==> src/rtl/plre_pkg.sv <==
// plre_pkg: shared types and constants of the posting list rice encoder
// no dependencies; used by plre_packer and posting_list_rice_encoder_unit
`timescale 1ns / 1ps
`default_nettype none

package plre_pkg;

  localparam int CODE_W  = 8;   // bits in one packed byte
  localparam int REM_W   = 31;  // widest remainder field
  localparam int RB_W    = 5;   // width of the rice_bits register
  localparam int DOC_W   = 32;  // width of the incoming document number
  localparam int COUNT_W = 8;
  localparam int TOTAL_W = 32;

  typedef struct packed {
    logic [DOC_W-1:0]   doc_number;
    logic [COUNT_W-1:0] occurrence_count;
    logic               list_end;
  } posting_t;

  typedef struct packed {
    logic [CODE_W-1:0]  code_byte;
    logic               run_last;
    logic               list_done;
    logic [TOTAL_W-1:0] list_byte_total;
    logic               gap_error;
  } code_t;

  typedef struct packed {
    logic push;
    logic bit_value;
    logic mark_last;
    logic mark_done;
    logic pad;
    logic error;
    logic error_end;
  } pack_ctl_t;

endpackage

`default_nettype wire

==> src/rtl/plre_packer.sv <==
// plre_packer: packs code bits msb first into bytes, keeps the byte total and
// holds the output word register; depends on plre_pkg
`timescale 1ns / 1ps
`default_nettype none

module plre_packer (
  input  wire logic               clk,
  input  wire logic               rst,
  input  wire plre_pkg::pack_ctl_t ctl,
  output logic                    ready,
  output logic                    out_valid,
  input  wire logic               out_stall,
  output plre_pkg::code_t         out_data
);

  logic [plre_pkg::CODE_W-1:0]  acc;
  logic [2:0]                   pending;
  logic [plre_pkg::TOTAL_W-1:0] bytes;

  logic [plre_pkg::CODE_W-1:0]  acc_shift;
  logic [plre_pkg::CODE_W-1:0]  pad_byte;
  logic [plre_pkg::TOTAL_W-1:0] bytes_inc;
  logic                         emit;

  assign ready     = !out_valid || !out_stall;
  assign acc_shift = {acc[plre_pkg::CODE_W-2:0], ctl.bit_value};
  assign pad_byte  = acc << (4'(plre_pkg::CODE_W) - {1'b0, pending});
  assign bytes_inc = bytes + plre_pkg::TOTAL_W'(1);
  assign emit      = (ctl.push && pending == 3'(plre_pkg::CODE_W - 1))
                   || (ctl.pad && pending != 3'd0) || ctl.error;

  always_ff @(posedge clk) begin
    if (rst) begin
      acc       <= '0;
      pending   <= '0;
      bytes     <= '0;
      out_valid <= 1'b0;
    end else begin
      if (emit) begin
        out_valid <= 1'b1;
      end else if (!out_stall) begin
        out_valid <= 1'b0;
      end
      if (ctl.push) begin
        if (pending == 3'(plre_pkg::CODE_W - 1)) begin
          out_data.code_byte       <= acc_shift;
          out_data.run_last        <= ctl.mark_last;
          out_data.list_done       <= ctl.mark_done;
          out_data.list_byte_total <= bytes_inc;
          out_data.gap_error       <= 1'b0;
          acc                      <= '0;
          pending                  <= '0;
          bytes                    <= bytes_inc;
        end else begin
          acc     <= acc_shift;
          pending <= pending + 3'd1;
        end
      end else if (ctl.pad) begin
        if (pending != 3'd0) begin
          out_data.code_byte       <= pad_byte;
          out_data.run_last        <= 1'b1;
          out_data.list_done       <= 1'b1;
          out_data.list_byte_total <= bytes_inc;
          out_data.gap_error       <= 1'b0;
        end
        acc     <= '0;
        pending <= '0;
        bytes   <= '0;
      end else if (ctl.error) begin
        out_data.code_byte       <= '0;
        out_data.run_last        <= 1'b1;
        out_data.list_done       <= ctl.error_end;
        out_data.list_byte_total <= bytes;
        out_data.gap_error       <= 1'b1;
        if (ctl.error_end) begin
          acc     <= '0;
          pending <= '0;
          bytes   <= '0;
        end
      end
    end
  end

  a_one_op: assert property (@(posedge clk) disable iff (rst)
    $onehot0({ctl.push, ctl.pad, ctl.error}))
    else $error("packer given more than one operation");

  a_slot_free: assert property (@(posedge clk) disable iff (rst)
    (ctl.push || ctl.pad || ctl.error) |-> ready)
    else $error("packer operation while output word is held");

  a_pad_clears: assert property (@(posedge clk) disable iff (rst)
    ctl.pad |=> (pending == 3'd0 && bytes == '0))
    else $error("list state not cleared after pad");

endmodule

`default_nettype wire

==> src/rtl/posting_list_rice_encoder_unit.sv <==
// posting_list_rice_encoder_unit: rice coding of document gaps, one code bit a cycle while the output is not held
// depends on plre_pkg and plre_packer
//
//   channel  | signals                      | word
//   input    | in_valid, in_stall, in_data  | plre_pkg::posting_t
//   output   | out_valid, out_stall, out_data | plre_pkg::code_t
//   config   | cfg_write, cfg_data          | rice_bits, 5 bits
//
// one posting at a time: setup (gap registered on accept, then S_ALIGN), then one code bit
// a cycle while the output is not held (quotient + 1 + rice_bits + occurrence_count bits),
// plus a pad step on a list end; a bad gap takes the setup steps and then the error word
// the bit-serial sequencer and its single output word register set the rate
// rst is synchronous and clears the list state and rice_bits
// a held output word stops the sequencer until it is taken
`timescale 1ns / 1ps
`default_nettype none

module posting_list_rice_encoder_unit #(
  parameter int DOC_BITS     = 32,
  parameter int MAX_QUOTIENT = 200
) (
  input  wire logic                       clk,
  input  wire logic                       rst,
  input  wire logic                       in_valid,
  output logic                            in_stall,
  input  wire plre_pkg::posting_t         in_data,
  output logic                            out_valid,
  input  wire logic                       out_stall,
  output plre_pkg::code_t                 out_data,
  input  wire logic                       cfg_write,
  input  wire logic [plre_pkg::RB_W-1:0]  cfg_data
);

  localparam int GAP_W = DOC_BITS + 1;
  localparam int Q_W   = $clog2(MAX_QUOTIENT + 1);
  localparam int TOT_W = $clog2(MAX_QUOTIENT + 1 + plre_pkg::REM_W
                                + (1 << plre_pkg::COUNT_W));

  typedef enum logic [6:0] {
    S_IDLE   = 7'b0000001,
    S_ALIGN  = 7'b0000010,
    S_UNARY  = 7'b0000100,
    S_REMAIN = 7'b0001000,
    S_COUNT  = 7'b0010000,
    S_PAD    = 7'b0100000,
    S_ERROR  = 7'b1000000
  } state_t;

  state_t                         state;
  logic [plre_pkg::RB_W-1:0]      rice_bits;
  logic [GAP_W-1:0]               prev;
  logic [GAP_W-1:0]               doc_plus_one;
  logic [GAP_W-1:0]               gap;
  logic                           gap_positive;
  logic [plre_pkg::COUNT_W-1:0]   count;
  logic                           list_end;
  logic [Q_W-1:0]                 q_cnt;
  logic [plre_pkg::RB_W-1:0]      rem_cnt;
  logic [plre_pkg::REM_W-1:0]     rem_sr;
  logic [plre_pkg::COUNT_W-1:0]   cnt_cnt;
  logic [TOT_W-1:0]               left;

  logic [DOC_BITS+plre_pkg::DOC_W-1:0] doc_wide;
  logic [GAP_W-1:0]               dp1_in;
  logic [GAP_W-1:0]               quot;
  logic [GAP_W+plre_pkg::REM_W-1:0] gap_wide;
  logic [plre_pkg::REM_W-1:0]     rem_low;
  logic                           bad_gap;
  logic [TOT_W-1:0]               after;
  logic                           accept;
  logic                           ready;
  state_t                         finish_state;
  plre_pkg::pack_ctl_t            ctl;

  assign in_stall = (state != S_IDLE);
  assign accept   = in_valid && !in_stall;

  // document number trimmed to DOC_BITS and offset by one
  assign doc_wide = {{DOC_BITS{1'b0}}, in_data.doc_number};
  assign dp1_in   = {1'b0, doc_wide[DOC_BITS-1:0]} + GAP_W'(1);

  assign quot     = gap >> rice_bits;
  assign gap_wide = {{plre_pkg::REM_W{1'b0}}, gap};
  assign rem_low  = gap_wide[plre_pkg::REM_W-1:0];
  assign bad_gap  = !gap_positive || (quot > GAP_W'(MAX_QUOTIENT));

  assign after        = left - TOT_W'(1);
  assign finish_state = list_end ? S_PAD : S_IDLE;

  always_comb begin
    ctl           = '0;
    ctl.mark_last = (after == '0) || (!list_end && after < TOT_W'(plre_pkg::CODE_W));
    ctl.mark_done = list_end && (after == '0);
    ctl.error_end = list_end;
    unique case (state)
      S_UNARY: begin
        ctl.push      = ready;
        ctl.bit_value = (q_cnt != '0);
      end
      S_REMAIN: begin
        ctl.push      = ready;
        ctl.bit_value = rem_sr[plre_pkg::REM_W-1];
      end
      S_COUNT: begin
        ctl.push      = ready;
        ctl.bit_value = (cnt_cnt != plre_pkg::COUNT_W'(1));
      end
      S_PAD:   ctl.pad   = ready;
      S_ERROR: ctl.error = ready;
      default: ;
    endcase
  end

  always_ff @(posedge clk) begin
    if (rst) begin
      state     <= S_IDLE;
      prev      <= '0;
      rice_bits <= '0;
    end else begin
      if (cfg_write) begin
        rice_bits <= cfg_data;
      end
      if (ctl.push) begin
        left <= after;
      end
      unique case (state)
        S_IDLE: begin
          if (accept) begin
            doc_plus_one <= dp1_in;
            gap          <= dp1_in - prev;
            gap_positive <= dp1_in > prev;
            count        <= in_data.occurrence_count;
            list_end     <= in_data.list_end;
            state        <= S_ALIGN;
          end
        end
        S_ALIGN: begin
          q_cnt   <= quot[Q_W-1:0];
          rem_cnt <= rice_bits;
          rem_sr  <= rem_low << (5'(plre_pkg::REM_W) - rice_bits);
          cnt_cnt <= count;
          left    <= TOT_W'(quot[Q_W-1:0]) + TOT_W'(1) + TOT_W'(rice_bits)
                     + TOT_W'(count);
          if (bad_gap) begin
            state <= S_ERROR;
          end else begin
            prev  <= doc_plus_one;
            state <= S_UNARY;
          end
        end
        S_UNARY: begin
          if (ready) begin
            if (q_cnt != '0) begin
              q_cnt <= q_cnt - Q_W'(1);
            end else if (rice_bits != '0) begin
              state <= S_REMAIN;
            end else if (count != '0) begin
              state <= S_COUNT;
            end else begin
              state <= finish_state;
            end
          end
        end
        S_REMAIN: begin
          if (ready) begin
            rem_sr  <= rem_sr << 1;
            rem_cnt <= rem_cnt - 5'd1;
            if (rem_cnt == 5'd1) begin
              state <= (count != '0) ? S_COUNT : finish_state;
            end
          end
        end
        S_COUNT: begin
          if (ready) begin
            cnt_cnt <= cnt_cnt - plre_pkg::COUNT_W'(1);
            if (cnt_cnt == plre_pkg::COUNT_W'(1)) begin
              state <= finish_state;
            end
          end
        end
        S_PAD: begin
          if (ready) begin
            prev  <= '0;
            state <= S_IDLE;
          end
        end
        S_ERROR: begin
          if (ready) begin
            if (list_end) begin
              prev <= '0;
            end
            state <= S_IDLE;
          end
        end
        default: state <= S_IDLE;
      endcase
    end
  end

  plre_packer u_packer (
    .clk       (clk),
    .rst       (rst),
    .ctl       (ctl),
    .ready     (ready),
    .out_valid (out_valid),
    .out_stall (out_stall),
    .out_data  (out_data)
  );

  a_align_after_accept: assert property (@(posedge clk) disable iff (rst)
    (state == S_ALIGN) |-> $past(in_valid && !in_stall))
    else $error("setup entered without an accepted word");

  a_error_word: assert property (@(posedge clk) disable iff (rst)
    (out_valid && out_data.gap_error) |-> (out_data.run_last && out_data.code_byte == '0))
    else $error("error word malformed");

  a_remain_count: assert property (@(posedge clk) disable iff (rst)
    (state == S_REMAIN) |-> (rem_cnt != '0))
    else $error("remainder phase with no bits left");

endmodule

`default_nettype wire
==> config.mk <==
export PLATFORM = sky130hd
export DESIGN_NAME = posting_list_rice_encoder_unit
export DESIGN_NICKNAME = d
export VERILOG_FILES = /design/src/rtl/plre_pkg.sv /design/src/rtl/plre_packer.sv /design/src/rtl/posting_list_rice_encoder_unit.sv
export SDC_FILE = /design/constraint.sdc
export NUM_CORES = 1
export LEC_CHECK = 0
export ABC_AREA = 1
export BUFFER_PORTS_ARGS = -buffer_cell sky130_fd_sc_hd__buf_4
export CAP_MARGIN = 15
export CORE_UTILIZATION = 48
export DETAILED_ROUTE_END_ITERATION = 8
export PLACE_DENSITY = 0.72
export SLEW_MARGIN = 30
export SYNTH_ARGS = -nofsm -noshare
export SYNTH_HDL_FRONTEND = slang
export SYNTH_HIERARCHICAL = 1
export SYNTH_SLANG_ARGS = --single-unit
==> constraint.sdc <==
create_clock -name clk -period 6.3 [get_ports clk]
set_input_delay 1.26 -clock clk [delete_from_list [all_inputs] [get_ports clk]]
set_output_delay 1.26 -clock clk [all_outputs]
set_load 0.05 [all_outputs]
-- Yosys cells after proc, flatten, opt, wreduce, memory -nomap -nowiden
Index checks and enable logic that the tools add are counted.
W data, S select, Z words.
- latch bits: 0
- input bits: 51
- memory bits (read-only): 0
- flip-flop bits (word level): 269
- output and inout port bits: 45
- memories kept: 0
- word-level logic and storage cells: 162
- bits in writable memories: 0
- bitwise operators: 1
- eq/ne operators: 28
- shift-type cells: 3
- reductions and logical operators: 38
- add/sub/neg operators: 13
- $mul: 0
- divide/modulo/power cells: 0
- mux-type cells: 54
- order comparisons: 3
- operators by type and width (cell ; number):
    $mux W43 ; 5
    $mux W32 ; 5
    $mux W33 ; 4
    $pmux W33 S3 ; 1
    $mux W8 ; 8
    $mux W7 ; 9
    $pmux W31 S2 ; 1
    $pmux W7 S6 ; 1
    $add A32 B1 Y33 const B ; 1
    $gt A33 B33 Y1 ; 1
    $gt A33 B8 Y1 const B ; 1
    $shr A33 B5 Y33 ; 1
    $sub A33 B33 Y33 ; 1
    $add A32 B1 Y32 const B ; 1
    $pmux W8 S2 ; 2
    $mux W31 ; 1
    $shl A31 B5 Y31 ; 1
    $ne A2 B2 Y1 const B ; 13
    $mux W6 ; 3
    $mux W9 ; 2
    $reduce_bool A8 Y1 ; 2
    $sub A8 B1 Y8 const B ; 2
    $mux W3 ; 5
    $reduce_and A3 Y1 ; 4
    other kinds (41) ; 65

-- Logic depth before layout (Yosys ltp)
Gate-level depths: netlist (run 1).
- word-level depth: 7
- mapped depth: 25
- gate-level depth less buffers: 23

-- Modules after synthesis
The synthesis (run 1) kept the hierarchy.
- modules (own cells, without submodules) (module ; sequential area each (µm²) ; area each (µm²) ; instances ; cells each):
    posting_list_rice_encoder_unit ; 5014.8 ; 12608.3 ; 1 ; 1618
    plre_packer ; 2172.1 ; 4455.5 ; 1 ; 572

-- Least setup slack after synthesis (run 1)
Ideal clock, no wire load.
- path type: in2reg
- start: input port out_stall
- end: register u_packer/out_data[0] (netlist name)
- path buffers: 0
- stages: 7
- path slack: 408 ps
- arrival: 5383 ps
- required time: 5792 ps
- cell sequence: nand2_1 -> inv_1 -> a31oi_1 -> nor2_1 -> a21oi_1 -> inv_1 -> a211oi_1
- RTL lines (item ; RTL line ; text):
    from (decl) ; posting_list_rice_encoder_unit.sv:28 ; input wire logic out_stall,

-- Worst setup path after layout (run 1)
- start: input port in_data[9] (netlist name)
- end: register gap_positive (data pin)
- word-level cells in the longest chain between the ends: 2
- RTL lines (item ; RTL line ; text):
    from (decl) ; posting_list_rice_encoder_unit.sv:26 ; input wire plre_pkg::posting_t in_data,
    $add A32 B1 Y33 ; posting_list_rice_encoder_unit.sv:80 ; assign dp1_in = {1'b0, doc_wide[DOC_BITS-1:0]} + GAP_W'(1);
    via dp1_in[26] ; posting_list_rice_encoder_unit.sv:64 ; logic [GAP_W-1:0] dp1_in;
    $gt A33 B33 Y1 ; posting_list_rice_encoder_unit.sv:131 ; gap_positive <= dp1_in > prev;
    to (signal assigned) ; posting_list_rice_encoder_unit.sv:131 ;
    to (decl) ; posting_list_rice_encoder_unit.sv:54 ; logic gap_positive;
The timed path passes the listed nets, and every way through them passes these cells.
A chain may end at the register's enable or synchronous reset.

==> results of run 1 <==
[where the power goes]
group / internal (mW) / total, mW / switching (mW)
registers: 2.18 / 2.30 / 0.113
logic: 0.618 / 1.86 / 1.24
clock network: 1.11 / 1.86 / 0.750
total: 3.91 / 6.01 / 2.10
[worst max-delay path: cells and delay by family]
family,cells,cell delay [ns]
AOI/OAI and AO/OA,3,0.63
xor gates and xnor gates,1,0.25
adders and majority gates,2,0.49
buffers and inverters,3,0.26
and+or+nand+nor,11,1.89
[final timing paths]
kind | from | end | slack (ns) | cells after the start
worst max-delay path | in_data[9] | gap_positive$_DFFE_PP_ | 1.87 | 20
worst min-delay path | prev[31]$_SDFFE_PP0P_ | prev[31]$_SDFFE_PP0P_ | 0.48 | 2
worst max register to register | rice_bits[0]$_SDFFE_PP0P_ | left[8]$_DFFE_PP_ | 2.23 | 23
worst min register to register | prev[31]$_SDFFE_PP0P_ | prev[31]$_SDFFE_PP0P_ | 0.48 | 2
[layout make-up]
class	count	area, sq um
clock buffers	34	787.0
clock inverters	24	267.8
fillers	3224	15750
inverters	205	777.0
multi-input cells	1628	8620
flip-flops and latches	269	7187
well taps	455	569.3
repair buffers	112	840.8
[per-layer routing]
layer | wire, um | share of wire
met1 | 19240 | 0.47
met2 | 18770 | 0.46
met3 | 2263 | 0.055
met4 | 774 | 0.019
met5 | 0 | 0
[state kept, by name (all words and copies together), names as in the netlist, 3 cells and up]
| name | cells |
|---|---|
| u_packer/out_data | 43 |
| doc_plus_one | 33 |
| gap | 33 |
| prev | 33 |
| u_packer/bytes | 32 |
| rem_sr | 31 |
| left | 9 |
| cnt_cnt | 8 |
| count | 8 |
| q_cnt | 8 |
| u_packer/acc | 8 |
| state | 7 |
| rem_cnt | 5 |
| rice_bits | 5 |
| u_packer/pending | 3 |
[cells in the mapped netlist (6+ instances only)]
master | number | area share
o221ai_1 | 13 | 0.0067
edfxtp_1 | 180 | 0.32
o211ai_1 | 6 | 0.0026
nand3b_1 | 8 | 0.0035
nand3_2 | 9 | 0.0053
ha_1 | 58 | 0.043
buf_2 | 25 | 0.0073
buf_6 | 6 | 0.0040
nor2_1 | 184 | 0.040
nor2_2 | 7 | 0.0026
inv_1 | 197 | 0.043
a21oi_2 | 30 | 0.015
a21oi_1 | 82 | 0.024
nor3_1 | 30 | 0.0088
nor4_1 | 10 | 0.0037
xnor2_1 | 33 | 0.017
nand2_1 | 625 | 0.14
a31oi_1 | 13 | 0.0048
nand3_1 | 249 | 0.073
o21a_1 | 6 | 0.0026
dfxtp_1 | 89 | 0.10
xor2_1 | 66 | 0.034
nand2_2 | 18 | 0.0066
buf_4 | 9 | 0.0040
fa_1 | 6 | 0.0070
nand4_1 | 16 | 0.0059
a21o_1 | 9 | 0.0040
o22ai_1 | 6 | 0.0022
o21ai_0 | 93 | 0.027
clkbuf_1 | 38 | 0.0084
[per-stage QoR]
step / worst slack, ns / instance area (sq um)
2_1_floorplan: 0.4084 / 17060
3_3_place_gp: 1.373 / 17990
3_5_place_dp: 1.239 / 17990
4_1_cts: 1.856 / 19050
5_1_grt: 1.381 / 19050
6_report: 1.866 / 19050
[cell families (layout without fill, tap and decap cells)]
logic type               count (synthesis)  count (layout)
AO/OA/AOI/OAI                          286             286
AND/OR/NAND/NOR                       1174            1174
flip-flops                             269             269
adder cells (fa/ha/maj)                 64              64
buffers and inverters                  293             375
XOR/XNOR                               102             102
multiplexers                             2               2
[cell usage in the layout, fill, tap and decap left out, types with 4 or more instances in the layout]
master	n
nand2_1	625
nand3_1	249
inv_1	195
nor2_1	181
edfxtp_1	180
buf_4	112
o21ai_0	93
dfxtp_1	89
a21oi_1	81
xor2_1	66
ha_1	58
xnor2_1	33
clkbuf_16	31
a21oi_2	30
nor3_1	29
nand2_2	18
nand4_1	16
a31oi_1	13
o221ai_1	13
nor4_1	10
a21o_1	9
clkinv_1	9
nand3_2	9
nor2_2	9
nand3b_1	8
o21a_1	6
inv_2	6
o211ai_1	6
o22ai_1	6
fa_1	6
clkinv_2	6
clkinvlp_4	6
o21ai_1	5
nor2_4	5
bufinv_16	5
or3_1	4
nand2_4	4
a211oi_1	4
==> impl_results.md, run 1 <==
- DRC viols: 0
- Worst-Margin Slew: between 0.9 and 1 ns
- Setup violations, final: 0
- Max-cap violations: 0
- Clock Tree Root: clkbuf_16
- FP Rows: 68
- Final-stage net count: 2362
- RePlAce Congestion: ~0.90
- Leakage power: roughly 7.8 nW
- Post-synthesis simple-gate area fraction: 0.2965
- RSZ-0062 raised after global routing: false
- Post-Synth Adder-Cell Area: 0.04957
- Met2 usage: 0.3697
- Clock slew seen by the registers of the worst setup and hold paths: 0.06 ns
- CP max stage delay: about 0.38 ns
- Number of flops mapped to enable cells by yosys: 180
- Status: complete, no violations
- Seq/Total Area, Yosys: 0.4212
- Layout cell share with drive strength beyond 1: 0.1109
- Longest Clk Path Bufs: 3
- I/O Pins: 96
- Layout area overhead: 11.63%
- GR Util All Layers: 0.2269
- Finished Layout Cells: 2727
- Skew final: 0.02477 ns
- Total gr overflow: 0
- Met3 Track Usage GR: 0.02061
- XOR/XNOR Fraction of Synth Area: 0.05367
- CTS tree: yes
- Placed cell count: ~2700
- Core footprint: roughly 35000 sq um
- Most frequent cell on the critical path: nand2_1
- Hold_buf cts: 0
- WP data arrival: around 4.8 ns
- GR Layer Usage met1: 0.3241
- TritonCTS Sinks: ~270
- Setup CP Type: input pin to flop
- Cell count after synthesis: 2190
- Mux cell area share after synthesis: 0.001173
- Ys Warns: 6
- Number of routed nets with antenna violations: 0
- Post-CTS setup buffers: 0
- Worst slew margin: 0.3839
- Global-route wire length before repair: 68030 um
- Initial cell density of the core: 0.4904
- Drt total wl: a little over 40000 um
- Worst-Skew Late Latency: a little under 0.6 ns
- Main combinational cell family by area after synthesis: simple AND/OR/NAND/NOR gates
- Layout Utilization: 0.5474
- Ys async rst share: 0
- Die area: 36310 sq um
- Initial DRC count: 1428
- Final HPWL DP: about 30000 um
- Max Fclk: 0.2256 GHz
- Hold Crit Class: flop to flop
- CP max FO: 4
- Synthesized cell area: about 17000 sq um
- Net Count, Synth: ~2300
- Die Width: approximately 190 um
- Synth Area in Compound Gates: 0.1018
- CP max stage cell: nor4_1
- Post-CTS Resized: 0
- Worst vdd ir: around 230 uV
- Post-synthesis register bit count: between 200 and 300
- Yosys cell types: 56
- Most used DFF post-synth: edfxtp_1
- Worst hold slack: between 0.4 and 0.5 ns
- Overall power: around 6.0 mW
- Antenna violations before repair: 0
- Post-route setup TNS: 0 ns
- Tmin final: between 4 and 5 ns
- WP data required: 6.65 ns
- Synth Area per Inst: ~8 sq um
- Pwr dens: roughly 320 nW/um^2
- Period utilization: 0.7037
- TritonCTS Buffers: 31
- Via count: 14820
- Pins Over Slew Limit: 0
- Drt pass-1 iters: 8
- Startpoint types: input pin
- Port Buffer Count: 95
- Wirelength per Cell: 15.05 um
- Final hold vios: 0
- Layer with the highest usage: met2
- Die Ht: between 150 and 200 um
- H-tree levels: 1
- Largest net degree at the start of global routing: 69
- Vias in the first global route: 13900
- # diodes: 0
- CP cell instances: buf_4, ha_1, nand2_1, nor2_1, nand3_1, nor4_1, inv_1, nor2_1, nand3_1, nor3_1, xor2_1, ha_1, nand2_1, nor3_1, a221oi_1, nand2_1, a21oi_1, o21ai_0, nand2_1, inv_1
- Crit end category: flop
- Vias per cell: ~5.4
(Power assumes the default switching activity.)
==> run 2: changes to the inputs <==
- clock period: 6.3 -> 4.3 ns (I/O delays scaled with it)
==> run 2 against run 1 <==
Clock-buffer cell count is 10 higher; power up 50%; final area is 1.8% higher; clock skew is 0.0068 ns lower; combinational power is 50% higher; die area did not move; sequential power rose by 46%; sequential cell count unchanged; critical path type is now flop to flop; critical endpoint is now left[8]$_DFFE_PP_; highest routed layer unchanged.
==> impl_results.md, run 2 (synthesis gave the netlist of run 1 again) <==
- Status: complete, no violations
- Clock Tree Root: clkbuf_16
- DRC viols: 0
- Global-route wire length before repair: 67430 um
- Skew final: 0.01792 ns
- Design Area, Final: ~19000 sq um
- Finished Layout Cells: approximately 2800
- Worst slew margin: 0.3929
- Largest net degree at the start of global routing: between 60 and 70
- RSZ-0062 raised after global routing: false
- Clock slew seen by the registers of the worst setup and hold paths: around 0.06 ns
- Placed cell count: approximately 2700
- Pins Over Slew Limit: 0
- WP data arrival: between 4 and 5 ns
- Startpoint types: flop
- Layout cell share with drive strength beyond 1: 0.1254
- Worst vdd ir: 281.8 uV
- Overall power: between 9 and 10 mW
- Initial cell density of the core: 0.4904
- CTS tree: yes
- # diodes: 0
- Max FFs per register: 43
- Die Width: 190.5 um
- Vias per cell: roughly 5.4
- Initial DRC count: between 1000 and 1500
- Setup violations, final: 0
- Hold path depth: 2
- Period utilization: 0.9116
- H-tree levels: 2
- Post-CTS Resized: 0
- TritonCTS Buffers: 34
- Footprint of the multi-input gates: around 8600 sq um
- Worst Setup EP: left[8]$_DFFE_PP_
- Max Fclk: between 0.2 and 0.3 GHz
- Commonest non-fill, non-tap cells in the layout: nand2_1 (625), nand3_1 (249), inv_1 (196), nor2_1 (181), edfxtp_1 (180)
- Reg2Reg Depth: 22
- Die Ht: 190.5 um
- Most flop-heavy register: u_packer/out_data
- CP startpoint: rice_bits[0]$_SDFFE_PP0P_
- Crit end category: flop
- Max-cap violations: 0
- Port Buffer Count: between 90 and 100
- GR Util All Layers: 0.2262
- Hold Crit Class: flop to flop
- Number of routed nets with antenna violations: 0
- Reg2reg end: left[8]$_DFFE_PP_
- Worst-Skew Late Latency: approximately 0.51 ns
- Commonest non-fill, non-tap cell in the layout: nand2_1
- Pwr dens: between 400 and 500 nW/um^2
- FF/Latch Area: 7187 sq um
- Reg-to-reg critical path startpoint: rice_bits[0]$_SDFFE_PP0P_
- Final-stage net count: around 2400
- Core footprint: 34800 sq um
- Antenna violations before repair: 0
- # fillers: 3239
- CP max FO: 33
- TritonCTS Sinks: 269
- Longest Clk Path Bufs: 3
- Drt pass-1 iters: 5
- Reg-to-reg slack, setup: 0.38 ns
- Via count: between 10000 and 15000
- RePlAce Congestion: approximately 0.93
- WP data required: ~4.5 ns
- FP Rows: 68
- Hold_buf cts: 0
- Setup CP Type: flop to flop
- Final hold vios: 0
- Total gr overflow: 0
- Final HPWL DP: between 30000 and 40000 um
- Die area: 36310 sq um
- Leakage power: 7.998 nW
- Area after DPL: 18230 sq um
- Post-CTS setup buffers: 0
- Tmin final: 3.920 ns
- Worst-Margin Slew: roughly 0.9 ns
- I/O Pins: 96
- Wirelength per Cell: about 15 um
- Vias in the first global route: roughly 14000
- Drt total wl: between 40000 and 50000 um
- Layout area overhead: 13.62%
run 2: cell types whose count changed in the layout (fill, tap and decap cells not counted), sizes merged:
cell / delta
buf: +30
bufinv: -2
clkbuf: +10
clkinv: -5
clkinvlp: -3
inv: +3
run 2: cell type report:
type / instances / share of cell area
inverter: 205 / 0.04020
sequential: 269 / 0.3707
multi-input combinational: 1628 / 0.4453
clock buffer: 44 / 0.04853
tap: 455 / 0.02936
clock inverter: 17 / 0.009680
timing repair buffer: 142 / 0.05621
run 2: worst max-delay path: stages (launching register included):
cell     delay [ns]
dfxtp_1        0.49
buf_8          0.25
nand2_1        0.09
nand3_1        0.12
nand3_1        0.11
nand3_1        0.14
nand2_1        0.11
nand2_1        0.08
nand2_1        0.09
inv_1          0.13
fa_1           0.49
fa_1           0.47
nand3_1        0.09
nand3_1        0.08
nand2_1        0.10
nand2_1        0.06
a21oi_1        0.20
nor2_1         0.06
nor2_1         0.08
nor2_1         0.04
nor2_1         0.11
xor2_1         0.17
o21ai_0        0.08
run 2: how the worst min path moves through the flow:
stage	start	slack [ns]	end
after floorplan	prev[30]$_SDFFE_PP0P_	0.45	prev[30]$_SDFFE_PP0P_
after global placement	prev[20]$_SDFFE_PP0P_	0.47	prev[20]$_SDFFE_PP0P_
after detailed placement	prev[9]$_SDFFE_PP0P_	0.47	prev[9]$_SDFFE_PP0P_
after CTS	prev[9]$_SDFFE_PP0P_	0.49	prev[9]$_SDFFE_PP0P_
after global routing	prev[18]$_SDFFE_PP0P_	0.50	prev[18]$_SDFFE_PP0P_
final	prev[16]$_SDFFE_PP0P_	0.48	prev[16]$_SDFFE_PP0P_
run 2: metal layers:
layer	vias up	routed length, um	track usage
met5	-	0	0
met4	0	1047	0.07231
met3	84	2018	0.02632
met2	429	19370	0.3783
met1	6915	18560	0.3044
li1	7497	-	-
run 2: metrics by stage:
step                      setup TNS, ns    util  worst slack (ns)  hold WS [ns]
after floorplan                       0       -            0.1297        0.4516
after global placement         -0.01191  0.5239          -0.01016        0.4671
after detailed placement        -0.1416  0.5239          -0.07102        0.4746
after CTS                             0  0.5563            0.2882        0.4876
after global routing                  0  0.5572           0.01242        0.5036
final                                 0  0.5572            0.3801        0.4822
run 2: power breakdown:
| part | internal, mW | total, mW | switching (mW) |
|---|---|---|---|
| combinational | 0.964 | 2.79 | 1.82 |
| sequential | 3.20 | 3.36 | 0.163 |
| clock | 1.74 | 2.87 | 1.12 |
